$ cat config.mk
export PLATFORM = sky130hd
export DESIGN_NAME = line_editor_with_echo_top
export DESIGN_NICKNAME = d
export VERILOG_FILES = /design/src/rtl/core/ledit_pkg.sv /design/src/rtl/core/line_editor_with_echo_top.sv
export SDC_FILE = /design/constraint.sdc
export NUM_CORES = 1
export LEC_CHECK = 0
export ABC_AREA = 1
export BUFFER_PORTS_ARGS = -buffer_cell sky130_fd_sc_hd__buf_2
export CAP_MARGIN = 20
export CELL_PAD_IN_SITES_DETAIL_PLACEMENT = 0
export CELL_PAD_IN_SITES_GLOBAL_PLACEMENT = 1
export CORE_UTILIZATION = 50
export DETAILED_ROUTE_END_ITERATION = 16
export PLACE_DENSITY = 0.77
export SYNTH_ARGS = -nofsm -noshare
export SYNTH_HDL_FRONTEND = slang
export SYNTH_SLANG_ARGS = --single-unit
$ cat constraint.sdc
create_clock -name clk -period 3.2 [get_ports clk]
set_clock_uncertainty 0.05 [all_clocks]
set_input_delay 0.48 -clock clk [delete_from_list [all_inputs] [get_ports clk]]
set_output_delay 0.48 -clock clk [all_outputs]
set_load 0.01 [all_outputs]
$ cat src/rtl/core/ledit_pkg.sv
// Shared types and constants for the line editor with echo.
package ledit_pkg;

  localparam int BUFFER_DEPTH = 64;

  typedef enum logic [1:0] {
    KIND_RX    = 2'd0,
    KIND_CLEAR = 2'd1,
    KIND_READ  = 2'd2
  } kind_t;

  localparam logic [7:0] CH_BS  = 8'h08;
  localparam logic [7:0] CH_DEL = 8'h7F;
  localparam logic [7:0] CH_CR  = 8'h0D;
  localparam logic [7:0] CH_LF  = 8'h0A;
  localparam logic [7:0] CH_SP  = 8'h20;
  localparam logic [7:0] CH_NUL = 8'h00;

endpackage

$ cat src/rtl/core/line_editor_with_echo_top.sv
// Line editor with echo: top level, line buffer, echo and status output.
//
// Input channel (in_valid/in_ready): kind, rx_byte, read_index. Kind 0 is a
// received character, kind 1 clears the ready flag, kind 2 reads one entry
// of the line buffer, kind 3 does nothing.
// Output channel (out_valid/out_ready): echo_valid, echo_byte, last,
// command_ready, line_length, read_data. An erase that removes a character
// gives three transfers (backspace, space, backspace); every other input
// gives exactly one, with last set on the final transfer.
// The first result is registered and appears in the cycle after the input
// transfer. An input is taken whenever the result register is empty or its
// final transfer leaves in the same cycle, so single-result inputs flow at
// one per cycle while the receiver takes each result, and an erase holds the
// output for its three transfers. The line buffer is a one-write, one-read
// memory with registered read; a flop per entry marks it written since the
// last terminator, and a clear entry reads as zero. Reset empties the line,
// drops the flag and clears the marks. While the receiver stalls, the result
// holds and no further input is taken.
module line_editor_with_echo_top #(
  parameter int BUFFER_DEPTH = ledit_pkg::BUFFER_DEPTH
) (
  input  logic       clk,
  input  logic       rst,
  input  logic       in_valid,
  output logic       in_ready,
  input  logic [1:0] kind,
  input  logic [7:0] rx_byte,
  input  logic [5:0] read_index,
  output logic       out_valid,
  input  logic       out_ready,
  output logic       echo_valid,
  output logic [7:0] echo_byte,
  output logic       last,
  output logic       command_ready,
  output logic [5:0] line_length,
  output logic [7:0] read_data
);

  localparam int AW = (BUFFER_DEPTH > 2) ? $clog2(BUFFER_DEPTH) : 1;
  localparam logic [1:0] PH_LAST = 2'd2;

  logic [7:0]              mem [BUFFER_DEPTH];
  logic [BUFFER_DEPTH-1:0] filled;
  logic [AW-1:0]           write_index;
  logic [AW-1:0]           write_index_next;
  logic                    ready_flag;
  logic                    ready_flag_next;

  logic                    erase_q;
  logic [1:0]              phase;
  logic                    ev_q;
  logic [7:0]              byte_q;
  logic                    rd_hit_q;
  logic [7:0]              rd_q;

  logic                    accept;
  logic                    is_rx;
  logic                    is_erase_ch;
  logic                    is_end_ch;
  logic                    line_empty;
  logic                    room;
  logic                    mem_we;
  logic                    do_erase;
  logic                    do_end;
  logic [AW-1:0]           wi_inc;
  logic [8:0]              ridx_ext;
  logic                    rd_in_range;
  logic [AW-1:0]           rd_addr;

  assign in_ready    = !out_valid || (out_ready && last);
  assign accept      = in_valid && in_ready;

  assign is_rx       = (kind == ledit_pkg::KIND_RX);
  assign is_erase_ch = (rx_byte == ledit_pkg::CH_BS) || (rx_byte == ledit_pkg::CH_DEL);
  assign is_end_ch   = (rx_byte == ledit_pkg::CH_CR) || (rx_byte == ledit_pkg::CH_LF);
  assign line_empty  = (write_index == '0);
  assign room        = (write_index < AW'(BUFFER_DEPTH - 1));
  assign wi_inc      = write_index + AW'(1);

  assign do_erase    = is_rx && is_erase_ch && !line_empty;
  assign do_end      = is_rx && is_end_ch && !line_empty;
  assign mem_we      = accept && is_rx && !is_erase_ch && !is_end_ch && room;

  assign ridx_ext    = 9'(read_index);
  assign rd_in_range = (ridx_ext < 9'(BUFFER_DEPTH));
  assign rd_addr     = ridx_ext[AW-1:0];

  always_comb begin
    write_index_next = write_index;
    ready_flag_next  = ready_flag;
    if (accept) begin
      if (do_erase) begin
        write_index_next = write_index - AW'(1);
      end else if (do_end) begin
        write_index_next = '0;
        ready_flag_next  = 1'b1;
      end else if (mem_we) begin
        write_index_next = wi_inc;
      end
      if (kind == ledit_pkg::KIND_CLEAR) begin
        ready_flag_next = 1'b0;
      end
    end
  end

  // line state and entry marks; a clear mark stands for a terminator
  always_ff @(posedge clk) begin
    if (rst) begin
      write_index <= '0;
      ready_flag  <= 1'b0;
      filled      <= '0;
    end else begin
      write_index <= write_index_next;
      ready_flag  <= ready_flag_next;
      if (accept) begin
        if (mem_we) begin
          filled[write_index] <= 1'b1;
          filled[wi_inc]      <= 1'b0;
        end else if (do_end) begin
          filled[write_index] <= 1'b0;
        end else if (kind == ledit_pkg::KIND_CLEAR) begin
          filled[0] <= 1'b0;
        end
      end
    end
  end

  always_ff @(posedge clk) begin
    if (mem_we) begin
      mem[write_index] <= rx_byte;
    end
  end

  always_ff @(posedge clk) begin
    if (accept) begin
      rd_q <= mem[rd_addr];
    end
  end

  // result register
  always_ff @(posedge clk) begin
    if (rst) begin
      out_valid <= 1'b0;
      phase     <= '0;
    end else begin
      if (out_valid && out_ready) begin
        if (last) begin
          out_valid <= 1'b0;
        end else begin
          phase <= phase + 2'd1;
        end
      end
      if (accept) begin
        out_valid <= 1'b1;
        phase     <= '0;
      end
    end
  end

  always_ff @(posedge clk) begin
    if (accept) begin
      erase_q  <= do_erase;
      ev_q     <= is_rx && !is_end_ch && (!is_erase_ch || !line_empty);
      byte_q   <= (is_rx && !is_erase_ch && !is_end_ch) ? rx_byte : ledit_pkg::CH_NUL;
      rd_hit_q <= (kind == ledit_pkg::KIND_READ) && rd_in_range && filled[rd_addr];
    end
  end

  always_comb begin
    echo_valid = ev_q;
    last       = !erase_q || (phase == PH_LAST);
    if (erase_q) begin
      echo_byte = (phase == 2'd1) ? ledit_pkg::CH_SP : ledit_pkg::CH_BS;
    end else begin
      echo_byte = byte_q;
    end
  end

  assign command_ready = ready_flag;
  assign line_length   = 6'(write_index);
  assign read_data     = rd_hit_q ? rd_q : ledit_pkg::CH_NUL;

`ifndef SYNTHESIS
  a_erase_holds: assert property (@(posedge clk) disable iff (rst)
    out_valid && out_ready && !last |=> out_valid && erase_q)
    else $error("erase sequence cut short");

  a_index_bound: assert property (@(posedge clk) disable iff (rst)
    write_index <= AW'(BUFFER_DEPTH - 1))
    else $error("write index beyond buffer");

  a_silent_zero: assert property (@(posedge clk) disable iff (rst)
    out_valid && !echo_valid |-> echo_byte == ledit_pkg::CH_NUL)
    else $error("echo byte without echo");

  a_read_no_echo: assert property (@(posedge clk) disable iff (rst)
    out_valid && read_data != ledit_pkg::CH_NUL |-> !echo_valid && last)
    else $error("read data on an echo result");

  a_state_stable: assert property (@(posedge clk) disable iff (rst)
    out_valid && !in_ready |=> $stable(write_index) && $stable(ready_flag))
    else $error("line state moved during stall");
`endif

endmodule

==> results of run 1 <==
-- cell families after synthesis --
| group | share of synthesized area, % |
|---|---|
| buffers and inverters | 5.64 |
| adder cells (fa/ha/maj) | 0.229 |
| AO/OA/AOI/OAI | 3.45 |
| flip-flops | 63.7 |
| AND/OR/NAND/NOR | 26.7 |
| XOR/XNOR | 0.347 |
-- flip-flops by register name, indices dropped and copies added, names as in the netlist --
name           flops
phase              2
rd_hit_q           1
byte_q             8
rd_q               8
mem              512
out_valid          1
command_ready      1
filled            64
echo_valid         1
erase_q            1
line_length        6
-- where the power goes --
part           leakage (nW)  internal (mW)  total [mW]  switching (mW)
Sequential             5.39           8.61        8.62          0.0137
Combinational          5.53          0.282        1.13           0.845
Clock                  1.00           4.21        7.30            3.09
-- per-layer routing --
layer | global-route usage [%] | vias to the layer above
li1 | - | 9874
met1 | 42.5 | 10100
met2 | 45.7 | 880
met3 | 4.90 | 123
met4 | 9.59 | 2
met5 | 0 | -
-- critical path, cell delays in order, from the launching register on --
cell and delay, ns:
dfxtp_1 0.51, inv_1 0.19, nor3_1 0.47, inv_1 0.24, buf_4 0.25, nor3_1 0.36
buf_4 0.26
-- final cells by class --
class	count	area share [%]
clock inverter	26	0.649
tap	696	2.82
multi-input combinational	1902	27.2
sequential	605	56.5
timing repair buffer	176	4.52
clock buffer	95	6.00
inverter	187	2.31
-- Yosys cell counts (13+ instances only) --
cell / number / share of area (%)
buf_2: 61 / 1.1
nand2_1: 860 / 12
edfxtp_1: 531 / 58
a21oi_1: 51 / 0.93
nand4_1: 19 / 0.43
o21ai_0: 97 / 1.8
clkbuf_1: 70 / 0.96
dfxtp_1: 74 / 5.4
nand3_1: 529 / 9.7
nor2_1: 224 / 3.1
inv_1: 173 / 2.4
buf_4: 13 / 0.36
o22ai_1: 24 / 0.55
nor3_1: 40 / 0.73
buf_1: 32 / 0.44
-- per-stage QoR --
stage	area, µm²	hold slack [ns]	worst slack, ns
after floorplan	27400	0.419	0.695
after global placement	28800	0.399	0.401
after detailed placement	28800	0.425	0.338
after CTS	30900	0.0562	0.589
after global routing	30900	0.0868	0.416
final	30900	0.0786	0.555
-- how the worst max path moves through the flow --
stage,depth (start not counted),from,to,slack (ns)
after CTS,6,line_length[1],mem[27][1],0.59
after detailed placement,9,rx_byte[2],mem[62][7],0.34
after floorplan,12,phase[0],mem[60][0],0.69
after global placement,9,rx_byte[2],mem[62][7],0.40
after global routing,5,line_length[4],mem[22][0],0.42
final,6,line_length[1],mem[27][1],0.55
==> results by group, run 1 <==
Synthesis
  – Seq cells post-synth: 605
  – Sequential element share of the synthesized area: between 60% and 70%
  – Mean Syn Cell Area: 9.52 µm²
  – FFs w/ async S/R, synth: 0%
  – Ys flop type: edfxtp_1
  – Distinct cells, synth: 35
  – Number of synthesized flops with an enable pin: 531
  – Post-Syn Area: 27400 µm²
  – Syn nets: 2900
  – Ys Warns: 0
  – Post-Synthesis Cells: 2875

Cells and area
  – Footprint of the multi-input gates: 8400 µm²
  – Commonest cells after routing, fill and taps aside: 860 x nand2_1, 531 x edfxtp_1, 529 x nand3_1, 224 x nor2_1, 172 x inv_1
  – Fillers: 4654
  – Filler-free cell count of the finished design: between 3000 and 4000
  – FF/Latch Area: roughly 17000 µm²
  – Antenna cells: 0
  – NumNets Final: 2963
  – Share of cells above drive strength 1: 10.3%
  – Post-route core utilization: 57.2%
  – Most common cell after layout, fill and taps aside: nand2_1
  – Area grow syn2layout: 12.7%

Floorplan
  – Starting Density: 50.8%
  – Ports: 47
  – CORE AREA: 53900 µm²
  – Die span in x: ~240 µm
  – Num rows: 85
  – Die area: 55700 µm²
  – Overall die height: approximately 240 µm

Clocking
  – Clock Latency Late Sink: 0.61 ns
  – Clock sinks: 605
  – Hold_buf cts: 0
  – Setup Buffers After CTS: 0
  – CTS tree: built
  – Post-CTS Resized: 0
  – Root Driver: clkbuf_16
  – CTS Buf Count: 66
  – Longest Clk Path Bufs: 3
  – Clk slew on worst S/H paths: 0.06 ns
  – Htree depth: 3

Routing
  – Drt pass-1 iters: 6
  – Wire length on met3: around 6600 µm
  – Via Count: 21000
  – Final WL: 81000 µm
  – WL/cell: about 22 µm
  – Drt first-iter violations: ~2300
  – DRC viols: 0
  – Vias per Instance: 5.69
  – Final antenna-violating net count: 0
  – WL met2: 37200 µm
  – Uppermost layer routed: met5
  – DRT met1 WL: 35000 µm

Run status
  – Status: finished, final reports clean

Power and ir drop
  – PD cells: 552 nW/µm²
  – Leak Pwr: 11.9 nW
  – Max rail drop VDD: about 440 µV
  – Tot Pwr: 17.0 mW

Global routing
  – Total gr overflow: 0
  – Antenna violations before repair: 1
  – Largest net degree at the start of global routing: 180
  – Total GRT Usage: 29.5%
  – Global-route wire length before repair: ~120000 µm
  – Vias in the first global route: 19900

Hold path
  – Hold Crit Start: rst
  – Hold Path Sink: line_length[2]
  – Worst hold path class: in -> reg
  – Worst Hold Depth: 2

Placement
  – DP Cell Count: between 3000 and 4000
  – Final GP Congestion: 0.895
  – Port Buf Inserts: between 40 and 50
  – Final HPWL DP: 50200 µm

Timing
  – FMAX: approximately 380 MHz
  – Final Cycle Share: 82.7%
  – Post-route setup TNS: 0 ns
  – Headroom to the max-slew limit: 37.1%
  – Unrepaired setup endpoints after global routing: false
  – Worst-margin pin slew: 0.944 ns
  – Max Slew Vio Count: 0
  – Hold Fails Final Rpt: 0
  – Min Tclk post-route: 2.65 ns
  – Final setup violation count: 0

Worst setup path
  – Flop-to-flop setup slack: 0.55 ns
  – Worst Reg-to-Reg Cells: 6
  – CP startpoint kind: flop
  – Crit-path max FO: 8
  – R2r startpoint: line_length[1]
  – CP Data Required Time: 3.46 ns
  – Critical Path AT: 2.90 ns
  – CP Class: reg -> reg
  – RR Endpoint: mem[27][1]
  – Worst Setup End Kind: flop

Flow run
  – Max Cap Viol: 0
Note: power is estimated with default switching activity, not from simulation.
==> run 2, diff against run 1 <==
- ABC_AREA: 1 -> 0
- CORE_UTILIZATION: 50 -> 49
- PLACE_DENSITY: 0.77 -> 0.73
- clock period: 3.2 -> 2.3 ns (I/O delays scaled with it)
==> results by group, run 2 <==
Synthesis
  – Sequential element share of the synthesized area: 68.7%
  – Most common cell in the netlist: edfxtp_1
  – Area leader, netlist: edfxtp_1
  – Largest cells by area after synthesis: edfxtp_1 63%, mux4_2 15%, dfxtp_1 5.8%
  – Ys Warns: 0
  – Number of synthesized flops with an enable pin: about 530
  – Ys flop type: edfxtp_1
  – Syn nets: 1504
  – Distinct cells, synth: 72
  – Mean Syn Cell Area: between 15 and 20 µm²
  – FFs w/ async S/R, synth: 0%
  – Most common library cells after synthesis: 531 x edfxtp_1, 171 x mux4_2, 76 x nor2_1
  – Top-area cell type share of the netlist area: between 60% and 70%
  – Post-Syn Area: 25300 µm²
  – Seq cells post-synth: 605
  – Post-Synthesis Cells: 1479

Power and ir drop
  – Leak Pwr: just over 10 nW
  – Max rail drop VDD: 606 µV
  – PD cells: about 750 nW/µm²

Timing
  – Final Cycle Share: 99.3%
  – WHS: 0.0615 ns
  – Worst-margin pin slew: 0.772 ns
  – FMAX: 438 MHz
  – Final setup violation count: 0
  – Hold Fails Final Rpt: 0
  – Min Tclk post-route: roughly 2.3 ns
  – Worst setup margin: 0.0164 ns
  – Post-route setup TNS: 0 ns
  – Unrepaired setup endpoints after global routing: true
  – Max Slew Vio Count: 0
  – Headroom to the max-slew limit: between 40% and 50%

Worst setup path
  – Slowest cell on the critical path: mux4_2
  – Crit-path max FO: 1
  – Critical path startpoint: mem[28][0]
  – Max incr delay on CP: 0.54 ns
  – CP Data Required Time: between 2 and 3 ns
  – Critical Path AT: 2.60 ns
  – Most common cell on crit path: mux4_2
  – Worst Setup End Kind: flop
  – R2r startpoint: mem[28][0]
  – CP startpoint kind: flop
  – RR Endpoint: rd_q[0]
  – Worst Reg-to-Reg Cells: 5
  – CP Class: reg -> reg
  – Critical path, cell by cell: mux4_2 -> mux4_2 -> inv_2 -> o21ai_0 -> a221o_1
  – Flop-to-flop setup slack: 0.02 ns
  – Top delay family on crit path: multiplexers
  – CP Buf/Inv Count: 1

Clocking
  – Longest Clk Path Bufs: 3
  – CTS tree: built
  – CTS Buf Count: 60
  – Clock sinks: 605
  – Root Driver: clkbuf_16
  – Htree depth: 2
  – Clk slew on worst S/H paths: 0.06 ns
  – Clock Latency Late Sink: just over 0.6 ns

Run status
  – Status: finished, final reports clean

Cells and area
  – Post-route core utilization: 61.6%
  – Design area: roughly 31000 µm²
  – Commonest cells after routing, fill and taps aside: 531 x edfxtp_1, 208 x buf_4, 171 x mux4_2, 70 x dfxtp_1, 67 x nand2_1
  – Most common cell after layout, fill and taps aside: edfxtp_1
  – Largest Register: mem
  – Share of cells above drive strength 1: 38.7%
  – Largest regs: mem (512), filled (64)
  – Area grow syn2layout: 22.9%
  – Largest register FFs: 512
  – NumNets Final: 1772

Global routing
  – Total GRT Usage: 26.3%
  – Total gr overflow: 0
  – Global-route wire length before repair: 102000 µm
  – Largest net degree at the start of global routing: 66
  – Antenna violations before repair: 2
  – Vias in the first global route: 15300

Hold path
  – Worst Hold Depth: 4
  – Hold Path Sink: out_valid
  – Hold Crit Start: out_ready
  – Worst hold path class: in -> reg

Routing
  – WL/cell: 27.6 µm
  – DRC viols: 0
  – Final WL: between 60000 and 70000 µm
  – Final antenna-violating net count: 0
  – Via Count: about 15000
  – Drt first-iter violations: 1600
  – Vias per Instance: roughly 6.2
  – Drt pass-1 iters: 5

Floorplan
  – CORE AREA: 50600 µm²
  – Num rows: slightly above 80
  – Starting Density: about half
  – Die area: 52600 µm²
  – Ports: 47
  – Die span in x: 229 µm
  – Overall die height: 229 µm

Placement
  – Worst setup slack after placement: -0.499 ns
  – Placed cell areas: 28800 µm²
  – Port Buf Inserts: 46
  – Final GP Congestion: 0.927
  – Final HPWL DP: 46700 µm

Flow run
  – Max Cap Viol: 0
[run 2: cell count changes in the layout (fill, tap and decap cells not counted), moves of 91 or more]
cell and delta:
nand2_1 -793, nand3_1 -504, nor2_1 -184, inv_1 -153, buf_4 +91, mux4_2 +171
[run 2: timing repair]
action                                 4_1_cts  5_1_grt
setup endpoints to repair                  111      200
buffers inserted                             8        9
pin swaps                                    4       10
hold buffers                                 1        0
gates cloned                                 0        1
resized for setup                            9       36
endpoints found under the hold margin        1        0
[run 2: cell families (layout without fill, tap and decap cells)]
kind of cell               Yosys count  after routing  synth area share (%)
AOI/OAI and AO/OA                  232            232                  6.38
xor gates and xnor gates             3              3                 0.104
adders and majority gates            5              5                 0.247
buffers and inverters              139            455                  2.45
DFF                                605            605                  68.7
muxes                              192            192                  16.0
other                                0              2                     0
and+or+nand+nor                    303            303                  6.03
[run 2: per-stage QoR]
step / std cells / total power, mW
after detailed placement: 2339 / 13.8
final: 2469 / 23.3
after CTS: 2458 / 23.4
after global placement: 2339 / 13.7
after floorplan: 1479 / 13.0
after global routing: 2467 / 23.9
[run 2: final cells by class]
class	instances	area [µm²]
fill	3661	19400
tap	672	841
clock inverter	42	418
sequential	605	17400
clock buffer	68	1530
timing repair buffer	310	2870
antenna	2	5.00
inverter	35	138
multi-input combinational	735	7910
[run 2: worst min-delay path: stages]
cell     delay [ns]
buf_2          0.12
nand2_1        0.05
nand2_1        0.09
a21oi_1        0.08
[run 2: worst max-delay path by stage]
| stage | depth (start not counted) | endpoint | slack (ns) |
|---|---|---|---|
| after floorplan | 8 | mem[14][0] | -0.18 |
| after global routing | 9 | phase[1] | -0.03 |
| after global placement | 8 | filled[34] | -0.49 |
| after detailed placement | 9 | mem[7][1] | -0.50 |
| after CTS | 7 | mem[45][7] | -0.07 |
| final | 5 | rd_q[0] | 0.02 |
[run 2: routing by layer]
layer	track usage, %	vias to the layer above	routed length, µm
met4	9.23	0	2510
met1	37.6	7886	28300
met3	3.54	141	4920
li1	-	6573	-
met2	41.7	666	32300
met5	0	-	0
[run 2: power breakdown]
part	switching (mW)	internal (mW)
Clock	4.15	5.57
Sequential	0.0185	12.0
Combinational	0.885	0.684
==> run 3, diff against run 2 <==
- PLACE_DENSITY: 0.73 -> unset
- PLACE_DENSITY_LB_ADDON: unset -> 0.1
==> results by group, run 3 (synthesis results as in run 2) <==
Run status
  – Status: complete, but fails checks
  – Failing checks: setup timing

Worst setup path
  – Slowest cell on the critical path: dfxtp_2
  – CP Class: reg -> reg
  – Flop-to-flop setup slack: -0.01 ns
  – Critical Path AT: about 2.7 ns
  – CP Data Required Time: 2.64 ns
  – Max incr delay on CP: about 0.33 ns
  – Worst Setup End Kind: flop
  – Critical path startpoint: phase[0]
  – Worst Reg-to-Reg Cells: 11
  – CP Buf/Inv Count: 4
  – RR Endpoint: mem[28][6]
  – Crit-path max FO: 8
  – Critical path, cell by cell: inv_2 -> ha_4 -> nand2b_4 -> a31oi_4 -> clkinvlp_4 -> o21ai_4 -> nor2_4 -> buf_12 -> nand2_8 -> nor2_4 -> buf_12
  – Top delay family on crit path: buffers and inverters
  – CP startpoint kind: flop
  – R2r startpoint: phase[0]

Global routing
  – Met1 global-route usage: 38.4%
  – M2 GR Usage: 42.2%
  – Total gr overflow: 0
  – Total GRT Usage: a little over a quarter
  – Vias in the first global route: 15100
  – Antenna violations before repair: 1
  – Global-route wire length before repair: 102000 µm
  – Largest net degree at the start of global routing: 66
  – Met3 usage: around 3.5%
  – Layer with the highest usage: met2

Timing
  – FMAX: 432 MHz
  – Unrepaired setup endpoints after global routing: true
  – Min Tclk post-route: roughly 2.3 ns
  – Final setup violation count: 30
  – Hold Fails Final Rpt: 0
  – Worst-margin pin slew: 0.766 ns
  – Final Cycle Share: 101%
  – Max Slew Vio Count: 0
  – Post-route setup TNS: -0.244 ns
  – Worst setup margin: -0.0138 ns
  – Headroom to the max-slew limit: 49.0%
  – WHS: 0.0408 ns

Clocking
  – Longest Clk Path Bufs: 3
  – Clock sinks: 605
  – Root Driver: clkbuf_16
  – Clock Latency Late Sink: 0.63 ns
  – CTS tree: built
  – CTS Buf Count: 61
  – Clk slew on worst S/H paths: 0.06 ns
  – Htree depth: 2

Floorplan
  – Num rows: approximately 80
  – Die span in x: 229 µm
  – CORE AREA: 50600 µm²
  – Ports: 47
  – Overall die height: around 230 µm
  – Starting Density: between 50% and 60%
  – Die area: 52600 µm²

Power and ir drop
  – PD cells: 764 nW/µm²
  – Tot Pwr: 23.8 mW
  – Psw: roughly 5.0 mW
  – Reg power frac: between 50% and 60%
  – Max rail drop VDD: 567 µV
  – Leak Pwr: 10.3 nW
  – Logic pwr share: 6.3%
  – P_int: ~19 mW
  – Clock power share: 43.2%
  – Switch share: 21.1%

Routing
  – Vias per Instance: 6.12
  – Drt pass-1 iters: 8
  – Drt first-iter violations: 1548
  – Final WL: slightly below 70000 µm
  – DRC viols: 0
  – WL/cell: 28.2 µm
  – Via Count: 14900
  – Final antenna-violating net count: 0

Hold path
  – Worst hold path class: in -> reg
  – Worst Hold Depth: 4
  – Hold Path Sink: out_valid
  – Hold Crit Start: out_ready

Cells and area
  – Largest register FFs: 512
  – Commonest cells after routing, fill and taps aside: 531 x edfxtp_1, 177 x buf_4, 171 x mux4_2, 72 x dfxtp_1, 65 x nand2_1
  – Largest Register: mem
  – NumNets Final: 1745
  – Share of cells above drive strength 1: 38.1%
  – Largest regs: mem (512), filled (64)
  – Antenna cells: 0
  – Area grow syn2layout: 22.9%
  – Most common cell after layout, fill and taps aside: edfxtp_1
  – Post-route core utilization: 61.6%

Placement
  – Port Buf Inserts: 46
  – Final GP Congestion: just over 0.9
  – Final HPWL DP: 47400 µm

Flow run
  – Max Cap Viol: 0
-- run 3: cell type report --
type / count / area (µm²)
inverter: 35 / 148
multi-input combinational: 735 / 7930
clock inverter: 36 / 473
clock buffer: 74 / 1600
timing repair buffer: 282 / 2740
sequential: 605 / 17400
fill: 3670 / 19400
tap: 672 / 841
-- run 3: power by group through the flow --
stage	Clock (mW)	Combinational [mW]	Sequential, mW
floorplan	0	0.799	12.2
global placement	0	1.46	12.2
detailed placement	0	1.48	12.2
CTS	10.4	1.49	12.0
global route	10.8	1.59	12.0
finish	10.3	1.50	12.0
-- run 3: timing repair --
item / CTS / global route
gates cloned: 0 / 0
gates resized for setup: 14 / 43
setup endpoints to repair: 85 / 285
pin swaps: 1 / 3
hold buffers: 0 / 0
setup buffers: 2 / 7
-- run 3: worst max path at each step --
stage                  to  depth (start not counted)  slack (ns)
2_1_floorplan  mem[14][0]                          8       -0.18
3_3_place_gp   mem[37][6]                          8       -0.59
3_5_place_dp   mem[37][6]                          8       -0.60
4_1_cts        filled[61]                         11       -0.05
5_1_grt        mem[28][1]                         11       -0.08
6_report       mem[28][6]                         11       -0.01
-- run 3: per-stage QoR --
stage               area (µm²)  setup WS (ns)  cells
floorplan                26000         -0.182   1479
global route             31200        -0.0761   2439
finish                   31200        -0.0138   2439
CTS                      30900        -0.0461   2435
global placement         28800         -0.585   2323
detailed placement       28800         -0.596   2323
-- run 3: worst reg2reg max path: cells and delay by family, from the launching register on --
family | cells | cell delay, ns
buf+inv | 4 | 0.58
simple gates | 4 | 0.51
compound gates | 2 | 0.48
flops | 1 | 0.33
fa+ha+maj | 1 | 0.14
-- run 3: metal layers --
layer / share of wire (%) / up-vias / routed length (µm)
li1: - / 6490 / -
met1: 42 / 7783 / 29200
met2: 48 / 542 / 33100
met3: 6.6 / 107 / 4540
met4: 2.8 / 0 / 1950
met5: 0 / - / 0
